<file path="src/rtl/can_signal_mapping_translator_defines.svh">
// Assertion macros shared by the translator RTL.
`ifndef CAN_SIGNAL_MAPPING_TRANSLATOR_DEFINES_SVH
`define CAN_SIGNAL_MAPPING_TRANSLATOR_DEFINES_SVH
// Same-cycle implication, checked on every clock edge outside reset.
`define CSMT_ASSERT_IMP(lbl, ante, cons, msg) \
  lbl: assert property (@(posedge clk_i) disable iff (!rst_ni) (ante) |-> (cons)) \
    else $error(msg);
// Next-cycle implication, checked on every clock edge outside reset.
`define CSMT_ASSERT_NXT(lbl, ante, cons, msg) \
  lbl: assert property (@(posedge clk_i) disable iff (!rst_ni) (ante) |=> (cons)) \
    else $error(msg);
`endif

</file>
<file path="src/rtl/csmt_pkg.sv">
// Types and constants shared by the CAN signal mapping translator.
package csmt_pkg;

  localparam logic [2:0] CMD_MSG  = 3'd0;
  localparam logic [2:0] CMD_ADD  = 3'd1;
  localparam logic [2:0] CMD_REM  = 3'd2;
  localparam logic [2:0] CMD_EN   = 3'd3;
  localparam logic [2:0] CMD_CLR  = 3'd4;
  localparam logic [2:0] CMD_STAT = 3'd5;

  localparam logic [3:0] ST_OK       = 4'd0;
  localparam logic [3:0] ST_UNKNOWN  = 4'd1;
  localparam logic [3:0] ST_DISABLED = 4'd2;
  localparam logic [3:0] ST_EXTRACT  = 4'd3;
  localparam logic [3:0] ST_RANGE    = 4'd4;
  localparam logic [3:0] ST_FULL     = 4'd5;
  localparam logic [3:0] ST_INVALID  = 4'd6;
  localparam logic [3:0] ST_DUP      = 4'd7;
  localparam logic [3:0] ST_BADIDX   = 4'd8;

  localparam logic [2:0] MAX_START = 3'd7;

  typedef enum logic [2:0] {
    OP_MSG, OP_ADD, OP_REM, OP_EN, OP_CLR, OP_STAT, OP_BAD
  } op_e;

  typedef struct packed {
    logic [2:0]         cmd;
    logic [28:0]        can_id;
    logic [63:0]        payload;
    logic [3:0]         frame_length;
    logic [31:0]        msg_id;
    logic [2:0]         first_byte;
    logic [2:0]         layout;
    logic signed [31:0] scale;
    logic signed [31:0] lower_limit;
    logic signed [31:0] upper_limit;
    logic [5:0]         entry_index;
    logic               enable_flag;
  } item_t;

  typedef struct packed {
    op_e   op;
    logic  add_bad;
    item_t item;
  } work_t;

  typedef struct packed {
    logic [28:0] key;
    logic [31:0] target;
    logic        en;
    logic [2:0]  start;
    logic [2:0]  lay;
    logic [31:0] scale;
    logic [31:0] lo;
    logic [31:0] hi;
  } entry_t;

  typedef struct packed {
    logic [3:0]         status;
    logic               publish;
    logic [31:0]        out_msg_id;
    logic signed [47:0] out_value;
    logic [6:0]         mappings_in_use;
    logic [31:0]        processed_count;
    logic [31:0]        translated_count;
    logic [31:0]        unknown_count;
    logic [31:0]        extract_error_count;
    logic [31:0]        range_error_count;
  } res_t;

endpackage

</file>
<file path="src/rtl/csmt_front.sv">
// Input queue that takes items and classifies their command.
module csmt_front (
  input  logic             clk_i,
  input  logic             rst_ni,
  input  logic             push_i,
  output logic             full_o,
  input  csmt_pkg::item_t  item_i,
  output logic             work_valid_o,
  output csmt_pkg::work_t  work_o,
  input  logic             work_take_i
);
  import csmt_pkg::*;

  work_t       slot_q [2];
  logic        wptr_q, rptr_q;
  logic [1:0]  cnt_q;
  work_t       cls;
  logic        acc, take;

  always_comb begin
    cls.item = item_i;
    case (item_i.cmd)
      CMD_MSG:  cls.op = OP_MSG;
      CMD_ADD:  cls.op = OP_ADD;
      CMD_REM:  cls.op = OP_REM;
      CMD_EN:   cls.op = OP_EN;
      CMD_CLR:  cls.op = OP_CLR;
      CMD_STAT: cls.op = OP_STAT;
      default:  cls.op = OP_BAD;
    endcase
    // Table-independent add checks; a two-byte field may not start at the last byte.
    cls.add_bad = (item_i.can_id == '0) || (item_i.msg_id == '0) ||
                  (item_i.layout[0] && (item_i.first_byte == MAX_START)) ||
                  (item_i.scale == '0) || (item_i.lower_limit > item_i.upper_limit);
  end

  assign full_o       = (cnt_q == 2'd2);
  assign acc          = push_i && !full_o;
  assign work_valid_o = (cnt_q != 2'd0);
  assign take         = work_take_i && work_valid_o;
  assign work_o       = slot_q[rptr_q];

  always_ff @(posedge clk_i) begin
    if (acc) begin
      slot_q[wptr_q] <= cls;
    end
  end

  always_ff @(posedge clk_i or negedge rst_ni) begin
    if (!rst_ni) begin
      wptr_q <= 1'b0;
      rptr_q <= 1'b0;
      cnt_q  <= 2'd0;
    end else begin
      if (acc) wptr_q <= ~wptr_q;
      if (take) rptr_q <= ~rptr_q;
      cnt_q <= cnt_q + {1'b0, acc} - {1'b0, take};
    end
  end

`include "can_signal_mapping_translator_defines.svh"
  `CSMT_ASSERT_IMP(a_front_bound, 1'b1, cnt_q <= 2'd2, "front queue count out of range")
  `CSMT_ASSERT_NXT(a_front_keep, work_valid_o && !work_take_i, work_valid_o && $stable(work_o), "waiting item changed")
  `CSMT_ASSERT_NXT(a_front_fill, acc && !take && (cnt_q == 2'd1), full_o, "front queue not full")
endmodule

</file>
<file path="config.mk">
export PLATFORM = sky130hd
export DESIGN_NAME = csmt_front
export DESIGN_NICKNAME = d
export VERILOG_FILES = /design/src/rtl/csmt_pkg.sv /design/src/rtl/csmt_front.sv
export VERILOG_INCLUDE_DIRS = /design/src /design/src/rtl
export SDC_FILE = /design/constraint.sdc
export NUM_CORES = 1
export LEC_CHECK = 0
export BUFFER_PORTS_ARGS = -buffer_cell sky130_fd_sc_hd__buf_2
export CAP_MARGIN = 20
export CELL_PAD_IN_SITES_DETAIL_PLACEMENT = 1
export CELL_PAD_IN_SITES_GLOBAL_PLACEMENT = 1
export CORE_ASPECT_RATIO = 0.9
export CORE_MARGIN = 8
export CORE_UTILIZATION = 44
export DETAILED_ROUTE_END_ITERATION = 8
export GPL_TIMING_DRIVEN = 0
export PLACE_DENSITY = 0.85
export SLEW_MARGIN = 10
export SYNTH_ARGS = -nofsm -noshare
export SYNTH_HDL_FRONTEND = slang
export SYNTH_SLANG_ARGS = --single-unit
</file>
<file path="constraint.sdc">
create_clock -name clk_i -period 13 [get_ports clk_i]
set_input_delay 0 -clock clk_i [delete_from_list [all_inputs] [get_ports clk_i]]
set_output_delay 0 -clock clk_i [all_outputs]
set_load 0.05 [all_outputs]
</file>
=== After elaboration in Yosys (flattened, before gate mapping) ===
Memory sizes are Yosys's and may differ from the RTL's.
Index checks and enable logic that the tools add are counted.

* Register bits after elaboration: 4
* Memory bits (writable): 490
* Input bits: 245
* Output and inout port bits: 247
* Logic and storage cells: 32
* Memories kept: 1

* Add/sub/neg operators: 2
* Order comparisons: 1
* Equality and inequality tests: 7
* Muxes and demuxes: 3
* Bitwise operators: 2
* Reductions and logical operators: 13

{| class="wikitable"
|+ Memories
! name !! depth !! width !! rd ports !! clocked after memory_dff !! write ports !! RTL line !! source
|-
| slot_q || 2 || 245 || 1 || 0 || 1 || csmt_front.sv:14 || <nowiki>work_t slot_q [2];</nowiki>
|}

{| class="wikitable"
|+ Operators with widths
! kind !! number
|-
| 32-bit logical NOT || 2
|-
| 32-bit > comparator || 1
|-
| 29-bit logical NOT || 1
|-
| 3-bit one-hot mux with 6 select lines || 1
|-
| 3-bit == test (second input constant) || 3
|-
| 3-bit by 2-bit == test with 1-bit output (second input constant) || 2
|-
| 1-bit logical OR || 4
|-
| 3-bit by 1-bit == test with 1-bit output (second input constant) || 1
|-
| 1-bit logical AND || 3
|-
| 3-bit logical NOT || 1
|-
| 2-bit by 1-bit adder with 2-bit output || 1
|-
| 2-bit == test (second input constant) || 1
|-
| 1-bit two-way mux || 2
|-
| 1-bit NOT || 2
|-
| 2-bit nonzero test || 1
|-
| 2-bit by 1-bit subtractor with 2-bit output || 1
|-
| 1-bit logical NOT || 1
|}

=== Depth between registers and ports, before layout ===
Gate-level depths: netlist of the first run.

* Depth in word-level cells: 5
* Mapped depth: 8
* Gate-level depth less buffers: 8

=== Least setup slack after synthesis of the first run ===
OpenSTA, ideal clock, no wires.

* Path kind: register -> register
* From: register cnt_q[1]
* To: memory slot_q[0][0] (netlist name) (enable)
* Setup time: 855 ps
* Arrival time: 10739 ps
* Data required time: 12145 ps
* Slack: 1406 ps
* Stages on the path, launching flop included: 4
* Path buffers: 0
* Clock period less this slack: 11594 ps
* Cell sequence: dfrtp_1 nand2b_1 nand2_1 nor2_1

* Longest elaborated chain between the ends: 5

{| class="wikitable"
|+ RTL lines
! item !! RTL line !! source
|-
| start, declared || csmt_front.sv:16 || <nowiki>logic [1:0] cnt_q;</nowiki>
|-
| start signal, assigned || csmt_front.sv:57 || <nowiki>cnt_q <= cnt_q + {1'b0, acc} - {1'b0, take};</nowiki>
|-
| 2-bit == test || csmt_front.sv:37 || <nowiki>assign full_o = (cnt_q == 2'd2);</nowiki>
|-
| 1-bit logical NOT || csmt_front.sv:38 || <nowiki>assign acc = push_i && !full_o;</nowiki>
|-
| 1-bit logical AND || csmt_front.sv:38 ||
|-
| 1-bit two-way mux || csmt_front.sv:44 || <nowiki>if (acc) begin</nowiki>
|-
| 1-bit two-way mux (implied by the code) || csmt_front.sv:45 || <nowiki>slot_q[wptr_q] <= cls;</nowiki>
|-
| end, declared || csmt_front.sv:14 ||
|}

Every way passes these cells.

==> metrics.cfg, run 1 <==
[routing]
drt-initial-drc-count=1080
drc_errors=0
wl_um=67500
drtPass1Iterations=4
ant_nets=0
via_per_inst=5.32
num_vias=12436
wl_per_cell_um=28.9

[synth]
synth_fp_nets=1218
synth_seq_cells=494
synth_area_mm2=0.0189
netlist.area_leader.share=0.777
async_flop_share=0.00810
ys_types=39
synth_top_flop_cell=edfxtp_1
ys_top_cells_by_area=edfxtp_1 78%, mux2_1 15%, ha_1 2.2%, nor4_1 0.73%, inv_1 0.67%
synth-edff-count=490
yosys_warnings=0
ys_seq_area_frac=0.782
netlist_instances=939
yosysTopAreaCell=edfxtp_1
syn_avg_cell_area_um2=20.2

[sta]
slew_headroom=0.479
finalCriticalPeriod_ps=2670
rsz0062_at_grt=false
fmax_ghz=0.375
report.final.hold_viol_count=0
setup-violations-final=0
drv_slew=0
clock_skew_ps=16.1
tightest_slew_ps=782
tns_ps=0
fin_crit_sh=0.205

[die]
dieArea_mm2=0.0499
fp.dieH_um=213
io_pins=492
die_x_um=235
core_area_mm2=0.0427
num_rows=72
start_util=0.443

[power]
leakage_nw=10.2
vdd.ir_drop.worst_uv=160
powerDensity_mw_per_mm2=245

[clock_tree]
cts.clk_slew.worst_paths_ps=60
cts-resized-gates=0
insertion_delay_ps=580
hold_buffers=245
clockRootBuffer=clkbuf_16
cts_tree=built
cts_setup_buffers=0
clock_sinks=494
htree_levels=2
cts_made_buffers=50
clockBufferDepth=3

[worst_setup_path]
critPathLaunchType=flip-flop
r2r_cells=7
crit_path_end_kind=output port
crit_arrival_ps=2670
worstPathRequired_ps=13000
crit_type=reg2out
cp_max_fo=10

[finish]
final_cell_mix=517 x buf_2, 490 x edfxtp_1, 245 x mux2_1, 245 x dlygate4sd3_1, 51 x clkbuf_16
mostFrequentLayoutCell=buf_2
n_fill_cell=3942
drive_above_1_share=0.340
final_cell_count_no_fill=2338
nNetsFinal=2022
syn_to_final_growth_pct=39.5
final_cell_area_mm2=0.0264

[global_routing]
grt.overflow.total=0
grt_max_degree=60
grt_use_total=0.263
grt_pass1_vias=14031
grt_pass1_wl_um=97700
grt_antenna_before_repair=7

[placement]
io_buffers=491
place_congestion=0.804
hpwl_um=41200
place_inst=2001
place_area_mm2=0.0225

[hold_path]
hp-class=in2reg
min_delay_path_depth=2

[status]
status=finished, final reports clean

[job]
maxCapViolations=0

## per-stage QoR
step,utilization,hold slack (ps),worst slack [ps],power (mW)
floorplan,-,-296,1410,4.29
global placement,0.517,-192,-4300,5.03
detailed placement,0.526,-188,10630,4.98
CTS,0.618,110,10250,6.39
global route,0.618,150,10200,6.66
finish,0.619,162,10330,6.47
## synth_stat cells, drive strengths merged, types with 3 or more instances
cell    number
a21oi       15
buf         25
clkbuf       4
dfrtp        4
edfxtp     490
ha          34
inv         34
mux2       245
nand2       12
nand4       12
nor2         6
nor4        22
o211ai       3
o21ai        6
xnor2        3
## logic make-up (layout without fill, tap and decap cells)
kind of cell / count (synthesis) / in the layout / synth area share
flops: 494 / 494 / 0.782
mux: 245 / 245 / 0.146
simple gates: 70 / 70 / 0.0226
buf+inv: 63 / 903 / 0.0141
fa+ha+maj: 34 / 34 / 0.0225
compound gates: 29 / 29 / 0.0107
xor+xnor: 4 / 4 / 0.00185
other cells: 0 / 4 / 0
## path summary, 6_finish.rpt
| path | slack (ps) | to | start |
|---|---|---|---|
| setup / recovery | 10330 | work_o[157] | rptr_q |
| hold / removal | 160 | slot_q[1][166] | item_i[166] |
| setup reg to reg | 10600 | slot_q[0][16] | cnt_q[1] |
| hold reg to reg | 490 | cnt_q[1] | cnt_q[1] |
| max in group asynchronous | 12390 | rptr_q | rst_ni |
| min in group asynchronous | 420 | wptr_q | rst_ni |
## flip-flops by register name (all words and copies together) (netlist names)
name and count:
cnt_q 2, rptr_q 1, wptr_q 1, slot_q 490
## report_power, final
group	switching, mW	internal (mW)
logic	2.12	0.684
clock network	0.624	0.757
registers	0.111	2.18
total	2.86	3.62
## cell type report
class                           count  area (µm²)  share of cell area
Sequential cell                   494       14800               0.561
Timing Repair Buffer              752        5280               0.200
Multi-Input combinational cell    382        3860               0.146
Clock buffer                       66        1330              0.0505
Tap cell                          555         694              0.0263
Clock inverter                     22         149             0.00564
Buffer                             29         140             0.00531
Inverter                           34         128             0.00483
Antenna cell                        4        10.0            0.000379
## critical path, cell delays in order, from the launching register on
cell and delay [ps]:
dfrtp_1 360, clkbuf_1 590, buf_2 450, mux2_1 440, buf_2 250
## layer usage
metal / GRT usage / part of all wire
met2: 0.487 / 0.53
met5: 0 / 0.00050
met4: 0.0944 / 0.033
met3: 0.0720 / 0.075
met1: 0.289 / 0.36
Note: power is estimated with default switching activity, not from simulation.
==> inputs of run 2 (changes only) <==
Settings changed: CORE_UTILIZATION 44 to 40, PLACE_DENSITY 0.85 to 0.82.
Clock period 13 ns to 2.2 ns, I/O delays scaled along.
==> run 2 against run 1 <==
Effect of this change:
- flip-flop and latch count stayed put
- setup slack worse by 10000 ps
- combinational power grew to 5.9 times the previous value
- power grew to 6.0 times the previous value
- die area is 9.3% higher
- clock skew is 6.3 ps higher
==> metrics.cfg, run 2 (synthesis gave the netlist of run 1 again) <==
[status]
status=finished, final reports clean

[die]
fp.dieH_um=222
start_util=0.406
die_x_um=245
core_area_mm2=0.0466
dieArea_mm2=0.0546
io_pins=492
num_rows=75

[finish]
largest_reg_flops=490
syn_to_final_growth_pct=41.1
utilization=0.573
reg_top3=slot_q: 490 flops, cnt_q: 2 flops
nNetsFinal=2024
drive_above_1_share=0.344
final_cell_mix=492 x buf_2, 490 x edfxtp_1, 245 x mux2_1, 245 x dlygate4sd3_1, 53 x clkbuf_16
mostFrequentLayoutCell=buf_2
max_flop_register=slot_q
final_cell_area_mm2=0.0267

[routing]
drt-initial-drc-count=863
via_per_inst=5.13
drc_errors=0
wl_um=66600
drtPass1Iterations=5
ant_nets=0
wl_per_cell_um=27.7
num_vias=12331

[global_routing]
grtUsageMet2=0.431
grt_pass1_vias=14091
grt_pass1_wl_um=96600
gr-usage-met3=0.0670
grt_antenna_before_repair=5
grt_use_total=0.237
grt_max_degree=59
grt.overflow.total=0
grt_use_met1=0.262
grt_busiest_layer=met2

[sta]
setup_slack_ps=95.0
clock_skew_ps=22.4
rsz0062_at_grt=false
tns_ps=0
setup-violations-final=0
fin_crit_sh=0.957
slew_headroom=0.504
fmax_ghz=0.475
report.final.hold_viol_count=0
finalCriticalPeriod_ps=2100
drv_slew=0
tightest_slew_ps=744

[placement]
hpwl_um=40800
place_congestion=0.788
place_area_mm2=0.0225
io_buffers=491
dp_slack_ps=-199

[worst_setup_path]
crit_path_end_kind=output port
critPathLaunchType=flip-flop
r2r_cells=3
worstPathRequired_ps=2200
cp_max_fo=10
crit_type=reg2out
crit_arrival_ps=2100
r2r_slack_ps=150
timing.rr.start=wptr_q
r2r_end=slot_q[1][21]

[clock_tree]
cts_made_buffers=51
clockBufferDepth=3
htree_levels=2
clock_sinks=494
cts_tree=built
insertion_delay_ps=570
clockRootBuffer=clkbuf_16
cts.clk_slew.worst_paths_ps=60

[hold_path]
min_delay_path_depth=2
worstHoldStart=item_i[177]
hp-class=in2reg
holdPathEnd=slot_q[0][177]

[power]
powerDensity_mw_per_mm2=1460
leakage_nw=10.3
vdd.ir_drop.worst_uv=1050

[job]
maxCapViolations=0

==> run 2: cell count changes in the layout (fill, tap and decap cells not counted), sizes merged <==
cell / delta
clkinv: +2
clkbuf: -1
bufinv: +4
diode: -1
and3: +2
buf: -1
==> run 2: worst max-delay path, stage by stage (launching register included) <==
cell and delay [ps]:
dfrtp_1 380, clkbuf_8 230, buf_4 240, mux2_1 420, buf_2 250
==> run 2: layout make-up <==
class,instances,area [µm²]
clock buffers,65,1370
diodes,3,7.51
plain buffers,29,229
well taps,616,771
inverters,34,128
flip-flops and latches,494,14800
multi-input cells,384,3880
clock inverters,28,275
fillers,4345,19900
repair buffers,751,5230
==> run 2: how the worst max path moves through the flow <==
stage | start | to | slack [ps] | cells past startpoint
after floorplan | cnt_q[1] | slot_q[0][0] | -2450 | 3
after global placement | cnt_q[1] | slot_q[0][14] | -4480 | 3
after detailed placement | cnt_q[1] | slot_q[1][13] | -200 | 4
after CTS | rptr_q | work_o[237] | -10 | 4
after global routing | rptr_q | work_o[237] | 2 | 4
final | rptr_q | work_o[162] | 100 | 4
==> run 2: through the flow <==
step / total power, mW / cells / hold WS (ps)
after global routing: 40.1 / 2403 / 137
after CTS: 38.7 / 2402 / 105
final: 39.0 / 2404 / 155
after detailed placement: 29.4 / 2060 / -190
after floorplan: 24.8 / 939 / -296
after global placement: 26.8 / 2046 / -192
==> run 2: routing by layer <==
metal  vias to the layer above  wire length (µm)
met5                         -                15
met4                         4              2070
met2                       590             34900
li1                       5353                 -
met3                       125              5150
met1                      6259             24400
==> run 2: repair_timing <==
action,in CTS,in global routing
pin swaps,2,0
cloned,2,0
hold buffers,245,0
endpoints found under the hold margin,494,0
setup endpoints to repair,359,48
buffers inserted,2,0
resized for setup,32,5
==> run 2: where the power goes <==
group / total, mW / switching (mW) / internal [mW] / leakage [nW]
registers: 13.5 / 0.632 / 12.9 / 4.60
clock network: 8.78 / 3.69 / 5.09 / 0.804
logic: 16.7 / 12.5 / 4.18 / 4.85
total: 39.0 / 16.9 / 22.1 / 10.3
